<file path="src/design/assert_macros.svh">
// Assertion helpers. Each expects clk and arst_n in scope.
`ifndef ASSERT_MACROS_SVH
`define ASSERT_MACROS_SVH

// Same-cycle implication.
`define ASSERT_IMPLIES(lbl, ante, cons) \
	lbl: assert property (@(posedge clk) disable iff (!arst_n) (ante) |-> (cons)) \
		else $error("assertion failed");

// Next-cycle implication.
`define ASSERT_NEXT(lbl, ante, cons) \
	lbl: assert property (@(posedge clk) disable iff (!arst_n) (ante) |=> (cons)) \
		else $error("assertion failed");

`endif

</file>
<file path="src/design/ttg_pkg.sv">
package ttg_pkg;

	localparam int IDX_IN_W  = 16;
	localparam int POS_IN_W  = 24;
	localparam int UV_W      = 16;
	localparam int TAN_W     = 16;
	localparam int WIDE_W    = 32;
	localparam int L2_W      = 62;
	localparam int ROOT_W    = 31;
	localparam int QUO_W     = 15;
	localparam int FRAC_W    = 14;
	localparam int NUM_W     = ROOT_W + FRAC_W;
	localparam int NORM_LO   = 29;
	localparam int NORM_HI   = 30;
	localparam int ONE_Q14   = 16384;

	typedef struct packed {
		logic        [IDX_IN_W-1:0] vertex_index;
		logic signed [POS_IN_W-1:0] pos_x;
		logic signed [POS_IN_W-1:0] pos_y;
		logic signed [POS_IN_W-1:0] pos_z;
		logic signed [UV_W-1:0]     tex_u;
		logic signed [UV_W-1:0]     tex_v;
	} in_item_t;

	typedef struct packed {
		logic        [IDX_IN_W-1:0] target_vertex;
		logic signed [TAN_W-1:0]    tan_x;
		logic signed [TAN_W-1:0]    tan_y;
		logic signed [TAN_W-1:0]    tan_z;
		logic                       right_handed;
		logic                       degenerate;
		logic                       last_of_triangle;
	} out_item_t;

	// Commands to the root / divide unit.
	typedef struct packed {
		logic start_sqrt;
		logic start_div;
	} rd_cmd_t;

endpackage

</file>
<file path="src/design/ttg_rootdiv.sv">
`include "assert_macros.svh"

// Bit-serial integer square root (one result bit per pass, 31 passes)
// and restoring divide producing a 15 bit quotient (15 passes).
module ttg_rootdiv (
	input  logic                          clk,
	input  logic                          arst_n,
	input  ttg_pkg::rd_cmd_t              cmd,
	input  logic [ttg_pkg::L2_W-1:0]      radicand,
	input  logic [ttg_pkg::NUM_W-1:0]     dividend,
	input  logic [ttg_pkg::ROOT_W-1:0]    divisor,
	output logic                          done,
	output logic [ttg_pkg::ROOT_W-1:0]    result
);

	typedef enum logic [1:0] {RD_IDLE, RD_SQRT, RD_DIV} rd_state_t;

	rd_state_t                      state_q;
	logic [ttg_pkg::L2_W-1:0]       x_q;
	logic [ttg_pkg::L2_W-1:0]       res_q;
	logic [ttg_pkg::L2_W-2:0]       bit_q;
	logic [ttg_pkg::NUM_W-1:0]      rem_q;
	logic [ttg_pkg::NUM_W-1:0]      dsh_q;
	logic [ttg_pkg::QUO_W-1:0]      quo_q;
	logic [3:0]                     cnt_q;
	logic                           done_q;
	logic                           was_div_q;
	logic [ttg_pkg::L2_W-1:0]       trial;

	assign trial  = res_q + {1'b0, bit_q};
	assign done   = done_q;
	assign result = was_div_q ? ttg_pkg::ROOT_W'(quo_q) : res_q[ttg_pkg::ROOT_W-1:0];

	always_ff @(posedge clk or negedge arst_n) begin
		if (!arst_n) begin
			state_q   <= RD_IDLE;
			x_q       <= '0;
			res_q     <= '0;
			bit_q     <= '0;
			rem_q     <= '0;
			dsh_q     <= '0;
			quo_q     <= '0;
			cnt_q     <= '0;
			done_q    <= 1'b0;
			was_div_q <= 1'b0;
		end else begin
			done_q <= 1'b0;
			unique case (state_q)
				RD_IDLE: begin
					if (cmd.start_sqrt) begin
						x_q       <= radicand;
						res_q     <= '0;
						bit_q     <= {1'b1, {(ttg_pkg::L2_W-2){1'b0}}};
						was_div_q <= 1'b0;
						state_q   <= RD_SQRT;
					end else if (cmd.start_div) begin
						rem_q     <= dividend;
						dsh_q     <= {divisor, {ttg_pkg::FRAC_W{1'b0}}};
						quo_q     <= '0;
						cnt_q     <= 4'(ttg_pkg::QUO_W - 1);
						was_div_q <= 1'b1;
						state_q   <= RD_DIV;
					end
				end
				RD_SQRT: begin
					if (x_q >= trial) begin
						x_q   <= x_q - trial;
						res_q <= (res_q >> 1) + {1'b0, bit_q};
					end else begin
						res_q <= res_q >> 1;
					end
					bit_q <= bit_q >> 2;
					if (bit_q[0]) begin
						done_q  <= 1'b1;
						state_q <= RD_IDLE;
					end
				end
				RD_DIV: begin
					if (rem_q >= dsh_q) begin
						rem_q <= rem_q - dsh_q;
						quo_q <= {quo_q[ttg_pkg::QUO_W-2:0], 1'b1};
					end else begin
						quo_q <= {quo_q[ttg_pkg::QUO_W-2:0], 1'b0};
					end
					dsh_q <= dsh_q >> 1;
					cnt_q <= cnt_q - 4'd1;
					if (cnt_q == 4'd0) begin
						done_q  <= 1'b1;
						state_q <= RD_IDLE;
					end
				end
				default: state_q <= RD_IDLE;
			endcase
		end
	end

	`ASSERT_IMPLIES(a_cmd_excl, cmd.start_sqrt, !cmd.start_div)
	`ASSERT_NEXT(a_done_idle, done_q, state_q == RD_IDLE || cmd.start_sqrt || cmd.start_div)
	`ASSERT_IMPLIES(a_sqrt_bit, state_q == RD_SQRT, $onehot(bit_q))

endmodule

</file>
<file path="config.mk">
export PLATFORM = sky130hd
export DESIGN_NAME = ttg_rootdiv
export DESIGN_NICKNAME = d
export VERILOG_FILES = /design/src/design/ttg_pkg.sv /design/src/design/ttg_rootdiv.sv
export VERILOG_INCLUDE_DIRS = /design/src /design/src/design
export SDC_FILE = /design/constraint.sdc
export NUM_CORES = 1
export LEC_CHECK = 0
export ABC_AREA = 1
export BUFFER_PORTS_ARGS = -buffer_cell sky130_fd_sc_hd__buf_2
export CAP_MARGIN = 30
export CORE_UTILIZATION = 40
export CTS_BUF_LIST = sky130_fd_sc_hd__clkbuf_4 sky130_fd_sc_hd__clkbuf_8 sky130_fd_sc_hd__clkbuf_16
export DETAILED_ROUTE_END_ITERATION = 8
export SLEW_MARGIN = 30
export SYNTH_ARGS = -nofsm -noshare
export SYNTH_HDL_FRONTEND = slang
export SYNTH_SLANG_ARGS = --single-unit
</file>
<file path="constraint.sdc">
create_clock -name clk -period 4.7 [get_ports clk]
set_input_delay 0.47 -clock clk [delete_from_list [all_inputs] [get_ports clk]]
set_output_delay 0.47 -clock clk [all_outputs]
set_load 0.02 [all_outputs]
</file>
==> results of run 1 <==
[kinds of logic after synthesis]
kind of cell	count (synthesis)	share of synthesized area
buffers and inverters	971	0.132
and+or+nand+nor	2946	0.416
AOI/OAI and AO/OA	605	0.117
adders and majority gates	177	0.0769
DFF	268	0.231
xor gates and xnor gates	90	0.0272
[cell type report]
class / instances / area, µm²
diodes: 1 / 2.50
clock buffers: 53 / 1110
clock inverters: 11 / 180
fillers: 8059 / 38600
inverters: 862 / 3240
multi-input cells: 3818 / 18600
flip-flops and latches: 268 / 6710
well taps: 950 / 1190
repair buffers: 307 / 2020
[through the flow]
step / power [mW] / setup TNS, ns / hold slack (ns) / worst slack (ns)
floorplan: 16.4 / 0 / 0.174 / 1.11
global placement: 22.4 / -0.129 / 0.470 / -0.129
detailed placement: 22.5 / -0.0844 / 0.472 / -0.0844
CTS: 25.6 / 0 / 0.110 / 0.00652
global route: 28.2 / -0.0327 / 0.143 / -0.0279
finish: 25.8 / 0 / 0.133 / 0.194
[registers in the layout, summed over array words and instances, names as in the netlist]
register and cells:
state_q 2, x_q 62, rem_q 45, was_div_q 1
dsh_q 45, quo_q 15, bit_q 31, res_q 62
cnt_q 4, done 1
[cells in the final DEF (no fill, tap or decap), types with 27 or more instances in the layout]
cell       instances
nand2_1         1956
inv_1            830
nor2_1           407
nand3_1          388
dfrtp_1          267
o21ai_0          207
a21oi_1          197
buf_2            172
ha_1             168
buf_4            122
o22ai_1           61
xor2_1            44
nor3_1            43
xnor2_1           42
nand4_1           37
clkbuf_16         37
o211ai_1          36
o21ai_1           29
inv_2             29
nand3b_1          27
[power groups by stage]
| stage | clock network, mW | logic, mW | registers (mW) |
|---|---|---|---|
| floorplan | 0 | 12.8 | 3.66 |
| global placement | 0 | 18.5 | 3.89 |
| detailed placement | 0 | 18.6 | 3.88 |
| CTS | 3.09 | 18.7 | 3.86 |
| global route | 3.16 | 21.1 | 3.94 |
| finish | 3.03 | 18.9 | 3.88 |
[path summary, 6_finish.rpt]
path	startpoint	depth (start not counted)	to
setup / recovery	res_q[26]	27	x_q[58]
hold / removal	divisor[28]	3	dsh_q[42]
setup reg to reg	res_q[26]	27	x_q[58]
hold reg to reg	cnt_q[2]	2	cnt_q[2]
max in group asynchronous	arst_n	3	res_q[6]
min in group asynchronous	arst_n	2	x_q[35]
[worst max-delay path, delay by kind of cell, from the launching register on]
| kind | cells | cell delay, ns |
|---|---|---|
| adder cells (fa/ha/maj) | 2 | 0.82 |
| AND/OR/NAND/NOR | 19 | 2.26 |
| AO/OA/AOI/OAI | 1 | 0.12 |
| buffers and inverters | 4 | 0.60 |
| XOR/XNOR | 1 | 0.18 |
| flip-flops | 1 | 0.45 |
[metal layers]
layer,global-route usage,vias up,routed length [µm]
li1,-,16312,-
met3,0.0379,203,7170
met1,0.409,14848,51000
met2,0.540,991,55700
met4,0.129,2,5190
met5,0,-,11
[timing repair]
item / in CTS / in global routing
hold buffers: 1 / 0
cloned: 0 / 0
pin swaps: 0 / 3
setup buffers: 0 / 4
endpoints found under the setup margin: 30 / 124
gates resized for setup: 3 / 38
hold endpoints to repair: 57 / 0
==> impl_metrics.py, run 1 <==
metrics = {
    "run_status": {
        "outcome": "completed",
    },
    "clock_tree": {
        "insertion_delay_ns": 0.58,
        "htreeDepth": 2,
        "cts_sinks": 268,
        "cts_buffers": 36,
        "cts_tree": "built",
        "path_clk_slew_ns": 0.07,
        "cts_buffer_depth": 3,
        "root_buffer": "clkbuf_16",
    },
    "synth": {
        "synthTopCellsByArea": "nand2_1 (25%), dfrtp_1 (23%), inv_1 (11%)",
        "yosys.cell_types.count": 52,
        "netlist_area_um2": 29000,
        "synth_top_area_cell": "nand2_1",
        "synth.yosys.seq_area_share": 0.231,
        "syn_avg_cell_area_um2": 5.73,
        "synth_most_common_cell": "nand2_1",
        "synth_warnings": 0,
        "async_flop_share": 1.00,
        "synthCells": 5057,
        "synthFlopType": "dfrtp_1",
        "synth_nets": 5376,
        "synth_top_area_frac": 0.253,
        "synth_edf_count": 0,
        "synth_common_cells": "nand2_1 (1957), inv_1 (832), nor2_1 (413)",
        "ys_ff_latch": 268,
    },
    "detailed_routing": {
        "wire_per_inst_um": 19.0,
        "post-route-drc-count": 0,
        "first_pass_iters": 6,
        "via_count": 32356,
        "wl_um": 119000,
        "drtAntennaViolNets": 0,
        "drtIter0Drc": 2740,
        "vias_per_cell": 5.16,
    },
    "setup_path": {
        "crit_slowest_cell": "dfrtp_1",
        "crit_arrival_ns": 5.02,
        "cp.required_ns": 5.21,
        "cp-end-kind": "flip-flop",
        "worstSetupPathType": "flip-flop to flip-flop",
        "crit_path_max_incr_delay_ns": 0.45,
        "cp-start-kind": "flip-flop",
        "crit_path_frequent_cell": "nand2_1",
        "reg2reg_slack_ns": 0.19,
        "critPathMaxFanout": 27,
    },
    "sta": {
        "relSlewSlack": 0.395,
        "setup_viol": 0,
        "min_period_ns": 4.51,
        "slew_violations": 0,
        "tightestPinTransition_ns": 0.908,
        "fin_skew_ns": 0.0282,
        "fmax_ghz": 0.222,
        "fin_crit_sh": 0.959,
        "finalHoldViolCount": 0,
    },
    "placed_design": {
        "dpl.hpwl_um": 98000,
        "numPortBuffers": 173,
        "routabilityCongestion": 1.02,
        "placed_cells": 6200,
        "placed_area_um2": 31600,
    },
    "cells_and_area": {
        "syn2layout_area_growth_pct": 14.0,
        "fin_cells": 6270,
        "drive_gt1_frac": 0.0931,
        "final_area_um2": 33000,
        "fin_nets": 5612,
        "final_core_util": 0.462,
    },
    "power_and_ir_drop": {
        "p_clk_frac": 0.117,
        "ir_drop_v": 0.000420,
        "intPower_mw": 11.0,
        "p_sw_frac": 0.575,
        "leakagePower_nw": 17.7,
        "power_frac_seq": 0.150,
        "switchingPower_mw": 14.9,
        "power_density_nw_per_um2": 782,
        "p_comb_frac": 0.733,
    },
    "job": {
        "timing.max_cap.violations": 0,
    },
    "floorplan": {
        "rows": 98,
        "die_height_um": 271,
        "start_util": 0.405,
        "core_um2": 71600,
        "die-area_um2": 73600,
        "die_w_um": 271,
        "ios": 174,
    },
    "grt": {
        "grt_pass1_vias": 30879,
        "overflow": 0,
        "antenna_found_initial": 2,
        "grt_pass1_wl_um": 180000,
        "grt_usage": 0.318,
        "grt_max_degree": 90,
    },
    "hold_path": {
        "hp-class": "primary input to flip-flop",
    },
}
Power figures use the tool's default switching activity.
==> inputs of run 2 (changes only) <==
Settings changed: PLACE_DENSITY_LB_ADDON set to 0.05.
==> run 2 against run 1 <==
Die area is the same. Flip-flop and latch count is the same. Critical path depth shrank 6. Highest routed layer unchanged. Sequential share of layout area is essentially flat. Largest cell class unchanged. Maximum frequency shrank 0.12%. Utilization is essentially flat. Count of clock-buffer cells in the layout shrank 5.
==> impl_metrics.py, run 2 (synthesized netlist as in run 1, its figures left out) <==
metrics = {
    "run_status": {
        "outcome": "completed",
    },
    "placed_design": {
        "numPortBuffers": 173,
        "routabilityCongestion": 1.01,
        "placed_area_um2": 31500,
        "dpl.hpwl_um": 98200,
    },
    "grt": {
        "grt_pass1_vias": 30477,
        "antenna_found_initial": 2,
        "overflow": 0,
        "grt_pass1_wl_um": 180000,
        "grt_usage": 0.320,
        "grt_max_degree": 89,
    },
    "floorplan": {
        "ios": 174,
        "rows": 98,
        "die_w_um": 271,
        "core_um2": 71600,
        "die-area_um2": 73600,
        "die_height_um": 271,
        "start_util": 0.405,
    },
    "setup_path": {
        "worstSetupPathType": "flip-flop to flip-flop",
        "crit_slowest_cell": "dfrtp_1",
        "cp-start-kind": "flip-flop",
        "critPathMaxFanout": 4,
        "critical_path_buf_inv_count": 1,
        "cp.depth": 21,
        "crit_chain": "ha_1, nand2_1, o21ai_1, nand2_1, o21ai_0, a21oi_1, or2_2, nand4_1, nand2_1, ha_1, buf_4, a21oi_1, o21ai_0, a21oi_1, nand2_1, a21oi_1, nand2_1, nand2_1, nand3_1, nand2_1, nand2_1",
        "crit_arrival_ns": 4.98,
        "cp.required_ns": 5.17,
        "crit_path_max_incr_delay_ns": 0.40,
        "r2r_cells": 21,
        "cp-end-kind": "flip-flop",
        "cp_top_family": "compound AO/OA/AOI/OAI gates",
        "crit_path_frequent_cell": "nand2_1",
    },
    "sta": {
        "relSlewSlack": 0.429,
        "whs_ns": 0.133,
        "min_period_ns": 4.51,
        "rsz0062_at_grt": "no",
        "fmax_ghz": 0.222,
        "setup_viol": 0,
        "tightestPinTransition_ns": 0.850,
        "finalHoldViolCount": 0,
        "fin_crit_sh": 0.960,
        "fin_skew_ns": 0.0272,
        "slew_violations": 0,
        "setup_tns_ns": 0,
    },
    "cells_and_area": {
        "fin_nets": 5611,
        "drive_gt1_frac": 0.0921,
        "final_common_cell": "nand2_1",
        "syn2layout_area_growth_pct": 13.9,
        "mostFrequentLayoutCells": "nand2_1 (1954), inv_1 (830), nor2_1 (412), nand3_1 (387), dfrtp_1 (268)",
        "diodes": 0,
        "top_regs": "res_q x62, x_q x62",
        "final_area_um2": 33000,
        "final_core_util": 0.461,
    },
    "hold_path": {
        "whs_path_depth": 3,
        "hp-class": "primary input to flip-flop",
    },
    "job": {
        "timing.max_cap.violations": 0,
    },
    "detailed_routing": {
        "via_count": 31975,
        "drtIter0Drc": 2800,
        "vias_per_cell": 5.10,
        "wl_um": 119000,
        "first_pass_iters": 6,
        "post-route-drc-count": 0,
        "drtAntennaViolNets": 0,
        "wire_per_inst_um": 19.0,
    },
    "power_and_ir_drop": {
        "power_density_nw_per_um2": 788,
        "leakagePower_nw": 17.7,
        "ir_drop_v": 0.000431,
    },
    "clock_tree": {
        "cts_buffers": 38,
        "cts_buffer_depth": 3,
        "cts_tree": "built",
        "cts_sinks": 268,
        "root_buffer": "clkbuf_16",
        "path_clk_slew_ns": 0.06,
        "htreeDepth": 2,
        "insertion_delay_ns": 0.58,
    },
}
## run 2: changes by cell type in the layout (fill, tap and decap cells not counted), moves of 5 or more
| cell | change |
|---|---|
| ha_1 | +5 |
| clkbuf_8 | -6 |
| o21ai_1 | -6 |
| nor2_1 | +5 |
| o21ai_0 | +6 |
## run 2: worst paths after layout
path | from | endpoint | slack [ns]
max | bit_q[26] | x_q[61] | 0.19
min | divisor[2] | dsh_q[16] | 0.13
max reg2reg | bit_q[26] | x_q[61] | 0.19
min reg2reg | x_q[14] | x_q[14] | 0.49
max in group asynchronous | arst_n | rem_q[39] | 3.17
min in group asynchronous | arst_n | x_q[45] | 0.47
## run 2: worst min-delay path, delay by kind of cell
kind | cells | cell delay [ns]
buf+inv | 1 | 0.08
simple gates | 1 | 0.06
compound gates | 1 | 0.06
## run 2: routing by layer
metal,track usage,routed length [µm]
met1,0.414,52200
met5,0,32
met4,0.127,5370
met2,0.543,55600
met3,0.0366,6210
## run 2: timing repair
item | 4_1_cts | 5_1_grt
setup buffers | 0 | 2
gates resized for setup | 0 | 28
setup endpoints to repair | 0 | 123
hold endpoints to repair | 70 | 0
hold buffers | 1 | 0
## run 2: power breakdown
part	total [mW]	internal (mW)	switching (mW)
Sequential	3.89	3.14	0.747
Clock	3.23	1.98	1.25
Combinational	18.9	5.90	13.0
## run 2: final cells by class
cell class / count / area, µm²
Sequential cell: 268 / 6710
Inverter: 862 / 3240
Clock buffer: 48 / 1050
Fill cell: 8159 / 38600
Timing Repair Buffer: 304 / 1960
Multi-Input combinational cell: 3818 / 18600
Tap cell: 950 / 1190
Clock inverter: 20 / 317
## run 2: through the flow
stage / worst slack [ns] / power, mW / cells
floorplan: 1.11 / 16.4 / 5057
global placement: 0.156 / 22.5 / 6199
detailed placement: 0.123 / 22.5 / 6199
CTS: 0.0899 / 25.9 / 6268
global route: 0.00237 / 28.4 / 6270
finish: 0.188 / 26.0 / 6270
